--- config.mk ---
export PLATFORM = sky130hd
export DESIGN_NAME = nearest_palette_color_mapper_top
export DESIGN_NICKNAME = d
export VERILOG_FILES = /design/src/hw/rtl/npcm_pkg.sv /design/src/hw/rtl/npcm_regs.sv /design/src/hw/rtl/npcm_cell.sv /design/src/hw/rtl/nearest_palette_color_mapper_top.sv
export SDC_FILE = /design/constraint.sdc
export NUM_CORES = 2
export LEC_CHECK = 0
export BUFFER_PORTS_ARGS = -buffer_cell sky130_fd_sc_hd__buf_2
export CORE_UTILIZATION = 40
export CTS_BUF_LIST = sky130_fd_sc_hd__clkbuf_8
export DETAILED_ROUTE_END_ITERATION = 10
export PLACE_DENSITY_LB_ADDON = 0.1
export SLEW_MARGIN = 20
export SYNTH_ARGS = -nofsm -noshare
export SYNTH_HDL_FRONTEND = slang
export SYNTH_SLANG_ARGS = --single-unit
export TNS_END_PERCENT = 20
--- constraint.sdc ---
create_clock -name clk -period 7.37 [get_ports clk]
set_clock_uncertainty 0.15 [all_clocks]
set_input_delay 2.211 -clock clk [delete_from_list [all_inputs] [get_ports clk]]
set_output_delay 2.211 -clock clk [all_outputs]
set_load 0.005 [all_outputs]
--- src/hw/rtl/npcm_pkg.sv ---
`default_nettype none
// ----------------------------------------------------------------------------
// npcm_pkg: shared types and constants for the nearest palette color mapper
// Channel and field widths, register map and the candidate beat that moves
// along the cell chain.
// ----------------------------------------------------------------------------
package npcm_pkg;

    localparam int PALETTE_SIZE_DEF = 8;   // default number of compare cells
    localparam int MAX_ENTRIES      = 8;   // entries the register file holds
    localparam int PAIR_COUNT       = 4;
    localparam int CH_W             = 8;
    localparam int COLOR_W          = 3 * CH_W;
    localparam int PAIR_W           = 2 * COLOR_W;
    localparam int IDX_W            = 3;
    localparam int NUM_W            = 4;
    localparam int SQ_W             = 2 * CH_W;
    localparam int DIST_W           = 18;
    localparam int DATA_W           = 64;
    localparam int ADDR_W           = 6;

    // one above the largest possible squared distance (3 * 255 * 255)
    localparam logic [DIST_W-1:0] DIST_START = DIST_W'(3 * 255 * 255 + 1);

    typedef enum logic [2:0] {
        REG_PAIR_0     = 3'd0,
        REG_PAIR_1     = 3'd1,
        REG_PAIR_2     = 3'd2,
        REG_PAIR_3     = 3'd3,
        REG_NUM_COLORS = 3'd4
    } reg_idx_t;

    typedef struct packed {
        logic [MAX_ENTRIES-1:0][COLOR_W-1:0] palette;
        logic [NUM_W-1:0]                    num_colors;
    } cfg_t;

    typedef struct packed {
        logic [CH_W-1:0]   red;
        logic [CH_W-1:0]   green;
        logic [CH_W-1:0]   blue;
        logic [DIST_W-1:0] best_dist;
        logic [IDX_W-1:0]  pick;
    } cand_t;

endpackage
`default_nettype wire

--- src/hw/rtl/npcm_regs.sv ---
`default_nettype none
// ----------------------------------------------------------------------------
// npcm_regs: configuration register file
// APB-style write and read of four palette pair registers and the active
// color count; presents the unpacked palette to the cell chain.
// ----------------------------------------------------------------------------
module npcm_regs (
    input  wire logic                          clk,
    input  wire logic                          rst_n,
    input  wire logic                          psel,
    input  wire logic                          penable,
    input  wire logic                          pwrite,
    input  wire logic [npcm_pkg::ADDR_W-1:0]   paddr,
    input  wire logic [npcm_pkg::DATA_W-1:0]   pwdata,
    output logic      [npcm_pkg::DATA_W-1:0]   prdata,
    output logic                               pready,
    output npcm_pkg::cfg_t                     cfg
);

    logic [npcm_pkg::PAIR_W-1:0] pair_reg  [npcm_pkg::PAIR_COUNT];
    logic [npcm_pkg::PAIR_W-1:0] pair_next [npcm_pkg::PAIR_COUNT];
    logic [npcm_pkg::NUM_W-1:0]  num_colors_reg;
    logic [npcm_pkg::NUM_W-1:0]  num_colors_next;
    logic                        wr_en;
    npcm_pkg::reg_idx_t          reg_idx;

    assign pready  = 1'b1;
    assign wr_en   = psel & penable & pwrite & pready;
    assign reg_idx = npcm_pkg::reg_idx_t'(paddr[npcm_pkg::ADDR_W-1:3]);

    always_comb
    begin
        for (int p = 0; p < npcm_pkg::PAIR_COUNT; p++)
        begin
            pair_next[p] = pair_reg[p];
        end
        num_colors_next = num_colors_reg;
        if (wr_en)
        begin
            case (reg_idx)
                npcm_pkg::REG_PAIR_0:     pair_next[0] = pwdata[npcm_pkg::PAIR_W-1:0];
                npcm_pkg::REG_PAIR_1:     pair_next[1] = pwdata[npcm_pkg::PAIR_W-1:0];
                npcm_pkg::REG_PAIR_2:     pair_next[2] = pwdata[npcm_pkg::PAIR_W-1:0];
                npcm_pkg::REG_PAIR_3:     pair_next[3] = pwdata[npcm_pkg::PAIR_W-1:0];
                npcm_pkg::REG_NUM_COLORS: num_colors_next = pwdata[npcm_pkg::NUM_W-1:0];
                default:                  ;  // drop writes to unmapped addresses
            endcase
        end
    end

    always_ff @(posedge clk or negedge rst_n)
    begin
        if (!rst_n)
        begin
            for (int p = 0; p < npcm_pkg::PAIR_COUNT; p++)
            begin
                pair_reg[p] <= '0;
            end
            num_colors_reg <= '0;
        end
        else
        begin
            for (int p = 0; p < npcm_pkg::PAIR_COUNT; p++)
            begin
                pair_reg[p] <= pair_next[p];
            end
            num_colors_reg <= num_colors_next;
        end
    end

    always_comb
    begin
        case (reg_idx)
            npcm_pkg::REG_PAIR_0:     prdata = npcm_pkg::DATA_W'(pair_reg[0]);
            npcm_pkg::REG_PAIR_1:     prdata = npcm_pkg::DATA_W'(pair_reg[1]);
            npcm_pkg::REG_PAIR_2:     prdata = npcm_pkg::DATA_W'(pair_reg[2]);
            npcm_pkg::REG_PAIR_3:     prdata = npcm_pkg::DATA_W'(pair_reg[3]);
            npcm_pkg::REG_NUM_COLORS: prdata = npcm_pkg::DATA_W'(num_colors_reg);
            default:                  prdata = '0;
        endcase
    end

    always_comb
    begin
        for (int p = 0; p < npcm_pkg::PAIR_COUNT; p++)
        begin
            cfg.palette[2*p]   = pair_reg[p][npcm_pkg::COLOR_W-1:0];
            cfg.palette[2*p+1] = pair_reg[p][npcm_pkg::PAIR_W-1:npcm_pkg::COLOR_W];
        end
        cfg.num_colors = num_colors_reg;
    end

endmodule
`default_nettype wire

--- src/hw/rtl/npcm_cell.sv ---
`default_nettype none
// ----------------------------------------------------------------------------
// npcm_cell: one palette compare cell
// Stage A squares the channel differences against this cell's entry; stage B
// sums them and, if enabled, keeps the nearer of incoming best and this entry.
// ----------------------------------------------------------------------------
module npcm_cell #(
    parameter int CELL_INDEX = 0
) (
    input  wire logic                           clk,
    input  wire logic                           rst_n,
    input  wire logic                           cell_en,
    input  wire logic [npcm_pkg::COLOR_W-1:0]   entry_color,
    input  wire logic                           in_valid,
    input  npcm_pkg::cand_t                     in_cand,
    output logic                                out_valid,
    output npcm_pkg::cand_t                     out_cand
);

    logic [npcm_pkg::CH_W-1:0] entry_r;
    logic [npcm_pkg::CH_W-1:0] entry_g;
    logic [npcm_pkg::CH_W-1:0] entry_b;
    logic [npcm_pkg::CH_W-1:0] diff_r;
    logic [npcm_pkg::CH_W-1:0] diff_g;
    logic [npcm_pkg::CH_W-1:0] diff_b;

    logic [npcm_pkg::SQ_W-1:0] sq_r_reg;
    logic [npcm_pkg::SQ_W-1:0] sq_g_reg;
    logic [npcm_pkg::SQ_W-1:0] sq_b_reg;
    npcm_pkg::cand_t           cand_a_reg;
    logic                      valid_a_reg;

    logic [npcm_pkg::DIST_W-1:0] dist_sum;
    npcm_pkg::cand_t             cand_b_next;
    npcm_pkg::cand_t             cand_b_reg;
    logic                        valid_b_reg;

    assign entry_r = entry_color[3*npcm_pkg::CH_W-1:2*npcm_pkg::CH_W];
    assign entry_g = entry_color[2*npcm_pkg::CH_W-1:npcm_pkg::CH_W];
    assign entry_b = entry_color[npcm_pkg::CH_W-1:0];

    assign diff_r = (in_cand.red > entry_r)   ? in_cand.red - entry_r   : entry_r - in_cand.red;
    assign diff_g = (in_cand.green > entry_g) ? in_cand.green - entry_g : entry_g - in_cand.green;
    assign diff_b = (in_cand.blue > entry_b)  ? in_cand.blue - entry_b  : entry_b - in_cand.blue;

    always_ff @(posedge clk)
    begin
        sq_r_reg   <= diff_r * diff_r;
        sq_g_reg   <= diff_g * diff_g;
        sq_b_reg   <= diff_b * diff_b;
        cand_a_reg <= in_cand;
    end

    assign dist_sum = npcm_pkg::DIST_W'(sq_r_reg) + npcm_pkg::DIST_W'(sq_g_reg)
                    + npcm_pkg::DIST_W'(sq_b_reg);

    // strict less-than keeps the lower index on a tie
    always_comb
    begin
        cand_b_next = cand_a_reg;
        if (cell_en && (dist_sum < cand_a_reg.best_dist))
        begin
            cand_b_next.best_dist = dist_sum;
            cand_b_next.pick      = npcm_pkg::IDX_W'(CELL_INDEX);
        end
    end

    always_ff @(posedge clk)
    begin
        cand_b_reg <= cand_b_next;
    end

    always_ff @(posedge clk or negedge rst_n)
    begin
        if (!rst_n)
        begin
            valid_a_reg <= 1'b0;
            valid_b_reg <= 1'b0;
        end
        else
        begin
            valid_a_reg <= in_valid;
            valid_b_reg <= valid_a_reg;
        end
    end

    assign out_valid = valid_b_reg;
    assign out_cand  = cand_b_reg;

endmodule
`default_nettype wire

--- src/hw/rtl/nearest_palette_color_mapper_top.sv ---
`default_nettype none
// ----------------------------------------------------------------------------
// nearest_palette_color_mapper_top: nearest palette color quantizer
// Path: start to done runs through stage A and stage B of every compare
//   cell in turn, then through the output register.
// Throughput: one pixel per cycle; busy stays low, the cell chain takes a
//   new beat every cycle and done cannot be stalled by the receiver.
// Reset: clears all valid bits and the configuration registers to zero.
// ----------------------------------------------------------------------------
module nearest_palette_color_mapper_top #(
    parameter int PALETTE_SIZE = npcm_pkg::PALETTE_SIZE_DEF
) (
    input  wire logic                          clk,
    input  wire logic                          rst_n,
    input  wire logic                          psel,
    input  wire logic                          penable,
    input  wire logic                          pwrite,
    input  wire logic [npcm_pkg::ADDR_W-1:0]   paddr,
    input  wire logic [npcm_pkg::DATA_W-1:0]   pwdata,
    output logic      [npcm_pkg::DATA_W-1:0]   prdata,
    output logic                               pready,
    input  wire logic                          start,
    output logic                               busy,
    input  wire logic [npcm_pkg::CH_W-1:0]     red_in,
    input  wire logic [npcm_pkg::CH_W-1:0]     green_in,
    input  wire logic [npcm_pkg::CH_W-1:0]     blue_in,
    output logic                               done,
    output logic      [npcm_pkg::CH_W-1:0]     red_out,
    output logic      [npcm_pkg::CH_W-1:0]     green_out,
    output logic      [npcm_pkg::CH_W-1:0]     blue_out,
    output logic      [npcm_pkg::IDX_W-1:0]    entry_index
);

    localparam int LATENCY = 2 * PALETTE_SIZE + 1;

    npcm_pkg::cfg_t  cfg;
    npcm_pkg::cand_t chain_cand  [PALETTE_SIZE+1];
    logic            chain_valid [PALETTE_SIZE+1];

    logic [npcm_pkg::COLOR_W-1:0] pick_color;
    logic                         done_reg;
    logic [npcm_pkg::CH_W-1:0]    red_reg;
    logic [npcm_pkg::CH_W-1:0]    green_reg;
    logic [npcm_pkg::CH_W-1:0]    blue_reg;
    logic [npcm_pkg::IDX_W-1:0]   index_reg;

    npcm_regs u_regs (
        .clk     (clk),
        .rst_n   (rst_n),
        .psel    (psel),
        .penable (penable),
        .pwrite  (pwrite),
        .paddr   (paddr),
        .pwdata  (pwdata),
        .prdata  (prdata),
        .pready  (pready),
        .cfg     (cfg)
    );

    assign busy = 1'b0;

    // seed the chain with the pixel and a distance no entry can reach
    assign chain_valid[0]          = start & ~busy;
    assign chain_cand[0].red       = red_in;
    assign chain_cand[0].green     = green_in;
    assign chain_cand[0].blue      = blue_in;
    assign chain_cand[0].best_dist = npcm_pkg::DIST_START;
    assign chain_cand[0].pick      = '0;

    for (genvar i = 0; i < PALETTE_SIZE; i++)
    begin : g_cell
        npcm_cell #(
            .CELL_INDEX (i)
        ) u_cell (
            .clk         (clk),
            .rst_n       (rst_n),
            .cell_en     (cfg.num_colors > npcm_pkg::NUM_W'(i)),
            .entry_color (cfg.palette[i]),
            .in_valid    (chain_valid[i]),
            .in_cand     (chain_cand[i]),
            .out_valid   (chain_valid[i+1]),
            .out_cand    (chain_cand[i+1])
        );
    end

    assign pick_color = cfg.palette[chain_cand[PALETTE_SIZE].pick];

    always_ff @(posedge clk)
    begin
        red_reg   <= pick_color[3*npcm_pkg::CH_W-1:2*npcm_pkg::CH_W];
        green_reg <= pick_color[2*npcm_pkg::CH_W-1:npcm_pkg::CH_W];
        blue_reg  <= pick_color[npcm_pkg::CH_W-1:0];
        index_reg <= chain_cand[PALETTE_SIZE].pick;
    end

    always_ff @(posedge clk or negedge rst_n)
    begin
        if (!rst_n)
        begin
            done_reg <= 1'b0;
        end
        else
        begin
            done_reg <= chain_valid[PALETTE_SIZE];
        end
    end

    assign done        = done_reg;
    assign red_out     = red_reg;
    assign green_out   = green_reg;
    assign blue_out    = blue_reg;
    assign entry_index = index_reg;

    a_fixed_latency : assert property (@(posedge clk) disable iff (!rst_n)
        (start && !busy) |-> ##LATENCY done)
        else $error("accepted pixel did not produce a beat after the fixed latency");

    a_no_stray_done : assert property (@(posedge clk) disable iff (!rst_n)
        done |-> $past(start && !busy, LATENCY))
        else $error("done beat without a matching accepted pixel");

    a_index_in_range : assert property (@(posedge clk) disable iff (!rst_n)
        done |-> ({1'b0, entry_index} < (npcm_pkg::IDX_W + 1)'(PALETTE_SIZE)))
        else $error("picked entry lies beyond the compare cells");

    a_empty_palette : assert property (@(posedge clk) disable iff (!rst_n)
        (done && cfg.num_colors == '0) |-> (entry_index == '0))
        else $error("empty palette must pick entry zero");

endmodule
`default_nettype wire

-- After elaboration in Yosys (flattened, before gate mapping)
Index checks and enable logic that the tools add are counted.
- register bits: 1251
- input bits: 100
- logic and storage cells: 301
- add/subtract/negate cells: 64
- equal/unequal tests: 4
- bitwise logic cells: 2
- reduce and logical (&&, ||, !) cells: 14
- mux-type cells: 33
- $mul: 24
- $lt $le $gt $ge: 41
- operator list (operator ; count):
    $mul A8 B8 Y16 ; 24
    $sub A8 B8 Y8 ; 48
    $pmux W48 S5 ; 1
    $gt A8 B8 Y1 ; 24
    $mux W8 ; 24
    $add A18 B16 Y18 ; 8
    $add A16 B16 Y17 ; 8
    $lt A18 B18 Y1 ; 7
    $mux W21 ; 6
    $bmux W24 S3 ; 1
    $mux W24 ; 1
    $lt A18 B18 Y1 const B ; 1
    $gt A4 B3 Y1 const B ; 4
    $reduce_and A2 Y1 ; 5
    $gt A4 B1 Y1 const B ; 2
    $gt A4 B2 Y1 const B ; 2
    $logic_and A1 B1 Y1 ; 8
    $eq A3 B2 Y1 const B ; 2
    $lt A3 B4 Y1 const B ; 1
    $eq A3 B1 Y1 const B ; 1
    $eq A3 B3 Y1 const B ; 1
    $logic_not A3 Y1 ; 1
    $and A1 B1 Y1 ; 2

-- Depth between registers and ports, before layout
- depth after elaboration: 5
- mapped depth: 31
- depth with buffers taken out: 30

-- Cells and area by module
A second synthesis with hierarchy kept.
- cell total of the unflattened synthesis: 10179
- area, all modules: 101984.1 um^2
- by module, submodules not included (module ; cells an instance ; sequential area each (um^2) ; area an instance (um^2) ; instances):
    npcm_cell at g_cell[0].u_cell ... ; 1202 ; 2752.6 ; 11436.0 ; 4
    npcm_cell at g_cell[5].u_cell ... ; 1173 ; 2752.6 ; 11357.1 ; 2
    npcm_cell at g_cell[4].u_cell ; 1167 ; 2752.6 ; 11184.5 ; 1
    npcm_cell at g_cell[7].u_cell ; 1167 ; 2752.6 ; 11153.2 ; 1
    npcm_regs ; 567 ; 4904.7 ; 9061.2 ; 1
    nearest_palette_color_mapper_top ; 124 ; 565.5 ; 2127.0 ; 1

-- Worst setup path after synthesis
Ideal clock, no wire load.
- kind: input to register
- from: input red_in[5] in the netlist's numbering
- to: register g_cell[0].u_cell.sq_r_reg[15] in the netlist's numbering
- required time: 7091 ps
- path slack: -1468 ps
- stages: 26
- data arrival time: 8559 ps
- library setup time: 129 ps
- path through: inv_1 -> ha_1 -> buf_4 -> a211oi_1 -> o21bai_1 -> o22ai_1 -> buf_2 -> mux2_2 -> o31ai_1 -> a211oi_1 -> a211o_1 -> or2_2 -> fa_1 -> inv_1 -> fa_1 -> fa_1 -> inv_1 -> fa_1 -> inv_1 -> ha_1 -> or2_2 -> o311a_1 -> o21a_1 -> o21a_1 -> o41ai_1 -> xnor2_1
- word-level cells in the longest chain between the ends: 3
- ends and longest elaborated chain (what ; line ; text):
    start: declaration ; nearest_palette_color_mapper_top.sv:24 ; input wire logic [npcm_pkg::CH_W-1:0] red_in,
    $sub A8 B8 Y8 / $gt A8 B8 Y1 (equally long branches) ; npcm_cell.sv:42 ; assign diff_r = (in_cand.red > entry_r) ? in_cand.red - entry_r : entry_r - in_cand.red;
    $mux W8 (*) ; npcm_cell.sv:42 ;
    $mul A8 B8 Y16 (*) ; npcm_cell.sv:48 ; sq_r_reg <= diff_r * diff_r;
    end signal: assignment ; npcm_cell.sv:48 ;
    end: declaration ; npcm_cell.sv:27 ; logic [npcm_pkg::SQ_W-1:0] sq_r_reg;
Every way passes the cells marked *; elsewhere a longest branch is shown, timed or not.
A chain may end at the register's enable or synchronous reset.

-- Worst setup path after layout
- from: input red_in[0] in the netlist's numbering
- to: register g_cell[0].u_cell.sq_r_reg[15] in the netlist's numbering
Same word-level chain as after synthesis.

==> flow_summary.yaml <==
yosys:
  synth_cell_types: 112
  synth_ff_type: "dfxtp_1"
  ys_seq_area_share_pct: 25.9
  yosys_warnings: 0
  async_reset_ff_share_pct: 17.5
  syn_area_per_cell_um2: 9.24
  netlist_area_mm2: 0.0982
  syn_inst: 10600
  synth_edf_count: 0
  synth_seq_cells: 1219
global_route:
  grt_util_all_layers_pct: 21.8
  grt_max_degree: 74
  grt_pass1_wl_um: 423000
  grt-ovfl-total: 0
  antenna_found_initial: 25
  grt_pass1_vias: 76700
cells_and_area:
  layout-drive-gt1-share_pct: 13.3
  fill_cells: 23600
  areaGrowthSynthToFinish_pct: 14.1
  final_area_mm2: 0.112
  largest_reg_flops: 311
  fin_nets: 13500
  fin_util_pct: 46.0
sta:
  hold_viol_final: 0
  slew_viol_final: 0
  rsz0062_at_grt: "yes"
  fin_tns_setup_ns: -0.0998
  period_needed_ns: 7.47
  fin_crit_sh_pct: 101
  tightest_slew_ns: 1.10
  clock.fmax_mhz: 134
  max-slew-margin-rel_pct: 26.3
  fin_ws_ns: -0.0998
  finalSetupViolations: 1
critical_path:
  critPathMaxFanout: 7
  critPathLaunchType: "primary input"
  reg2regPathDepth: 25
  critPathArrivalTime_ns: 8.19
  endpoint_kind: "flop"
  crit_type: "in2reg"
  worstPathRequired_ns: 8.09
  slowest_delay_ns: 0.54
  crit_slowest_cell: "fa_1"
drt:
  num_vias: 74600
  routed_via_density: 5.06
  dr.first_iter.drc_count: 3673
  routed.top_layer: "met4"
  ant_nets: 0
  wl_per_cell_um: 18.4
  met1_length_um: 119000
  route.met2.wl_um: 133000
  drc: 0
  wirelength_um: 272000
  dr.pass1.iters: 6
  dr_wl_met3_um: 10300
floorplan:
  core.rowCount: 181
  boundaryPins: 194
  dieArea_mm2: 0.248
  die_height_um: 498
  coreArea_mm2: 0.244
  start_util_pct: 40.3
  die_w_um: 498
min_path:
  hp-class: "reg2reg"
  worstHoldPathCells: 0
run_status:
  status: "finished with violations"
  violations: "negative setup slack"
clocking:
  cts-buffers-inserted: 221
  cts_hold_buffers: 0
  clk_pin_slew_ns: 0.06
  worstSkewPairLatency_ns: 1.03
  clock-sinks: 1219
  cts_tree: "yes"
  cts_max_level: 4
  ctsRootBufferMaster: "clkbuf_8"
  cts_buffer_depth: 3
placed_design:
  place_area_mm2: 0.106
  io_buffers: 156
  dp.final_hpwl_um: 227000
  place_congestion: 0.910
job:
  max_cap_violations: 0
path summary, 6_finish.rpt:
check | from | slack [ns] | to
min | g_cell[1].u_cell.cand_a_reg[42]$_DFF_P_ | 0.15 | g_cell[1].u_cell.out_cand[42]$_DFF_P_
max | red_in[0] | -0.1 | g_cell[0].u_cell.sq_r_reg[15]$_DFF_P_
min reg2reg | g_cell[1].u_cell.cand_a_reg[42]$_DFF_P_ | 0.15 | g_cell[1].u_cell.out_cand[42]$_DFF_P_
min in group asynchronous | rst_n | 1.02 | u_regs.cfg[11]$_DFFE_PN0P_
max in group asynchronous | rst_n | 4.50 | u_regs.cfg[120]$_DFFE_PN0P_
max reg2reg | u_regs.cfg[188]$_DFFE_PN0P_ | 0.21 | g_cell[7].u_cell.sq_r_reg[15]$_DFF_P_
layer usage:
metal	global-route usage [%]	up-vias
li1	-	36700
met1	27.4	36200
met4	8.52	0
met2	37.9	1295
met5	0	-
met3	2.74	400
placed cells by master (no fill, tap or decap), types with 28 or more instances in the layout:
cell type	n
inv_1	1821
ha_1	1430
dfxtp_1	1003
nor2_1	992
fa_1	650
xnor2_1	499
buf_4	497
nand2_1	458
a21oi_1	440
o21ai_0	388
clkbuf_8	274
dfrtp_1	210
xor2_1	203
nand3_1	185
a21o_1	165
nor3_1	163
buf_2	154
mux2_2	143
nor2b_1	123
or2_2	117
mux2i_1	109
o21a_1	97
nand2b_1	96
o21bai_1	90
a211oi_1	62
nand4_1	61
o2111ai_1	58
a31oi_1	54
and3_1	53
or3_1	48
a221o_1	48
mux4_2	48
a22o_1	46
clkinv_2	44
and2_1	37
o211ai_1	35
diode_2	28
cells in the mapped netlist, types with 165 or more instances:
cell,n,area (um2)
xor2_1,208,1820
nand2_1,461,1730
inv_1,1788,6710
xnor2_1,509,4460
o21ai_0,392,1960
fa_1,654,13100
a21o_1,165,1240
a21oi_1,452,2260
nand3_1,187,936
ha_1,1442,18000
dfrtp_1,213,5330
nor2_1,1001,3760
dfxtp_1,1006,20100
logic make-up after synthesis:
| kind of cell | after synthesis | share of synthesized area, % |
|---|---|---|
| mux | 305 | 3.91 |
| other cells | 2 | 0.00764 |
| fa+ha+maj | 2096 | 31.7 |
| simple gates | 2451 | 11.6 |
| xor+xnor | 727 | 6.56 |
| compound gates | 1822 | 12.5 |
| buf+inv | 2010 | 7.81 |
| flops | 1219 | 25.9 |
layout make-up:
class                      count  area [um2]  area share, %
sequential                  1219       25500           22.7
inverter                    1790        6730           6.01
clock inverter               143        1420           1.27
tap                         3202        4010           3.58
clock buffer                 274        3770           3.37
multi-input combinational   7425       65900           58.8
antenna                       28        70.1         0.0625
timing repair buffer         659        4650           4.15
worst max-delay path: cells and delay by family:
family	cells	cell delay (ns)
buf+inv	5	0.38
fa+ha+maj	6	2.24
simple gates	3	0.35
xor+xnor	4	0.65
mux	1	0.34
compound gates	9	2.02
timing repair:
| action | 4_1_cts | 5_1_grt |
|---|---|---|
| pin swaps | 17 | 27 |
| buffers inserted | 2 | 15 |
| setup endpoints to repair | 3 | 42 |
| resized for setup | 13 | 85 |
metrics by stage:
step                      instances  worst slack [ns]  hold slack [ns]
after floorplan               10700            -0.970            0.160
after global placement        14300             -1.44            0.160
after detailed placement      14300             -1.46            0.162
after CTS                     14700          -0.00454            0.157
after global routing          14700            -0.232            0.168
final                         14700           -0.0998            0.146
Power is not shown: default switching activity piles up to over one toggle a cycle in this logic, so the estimate is an artifact.
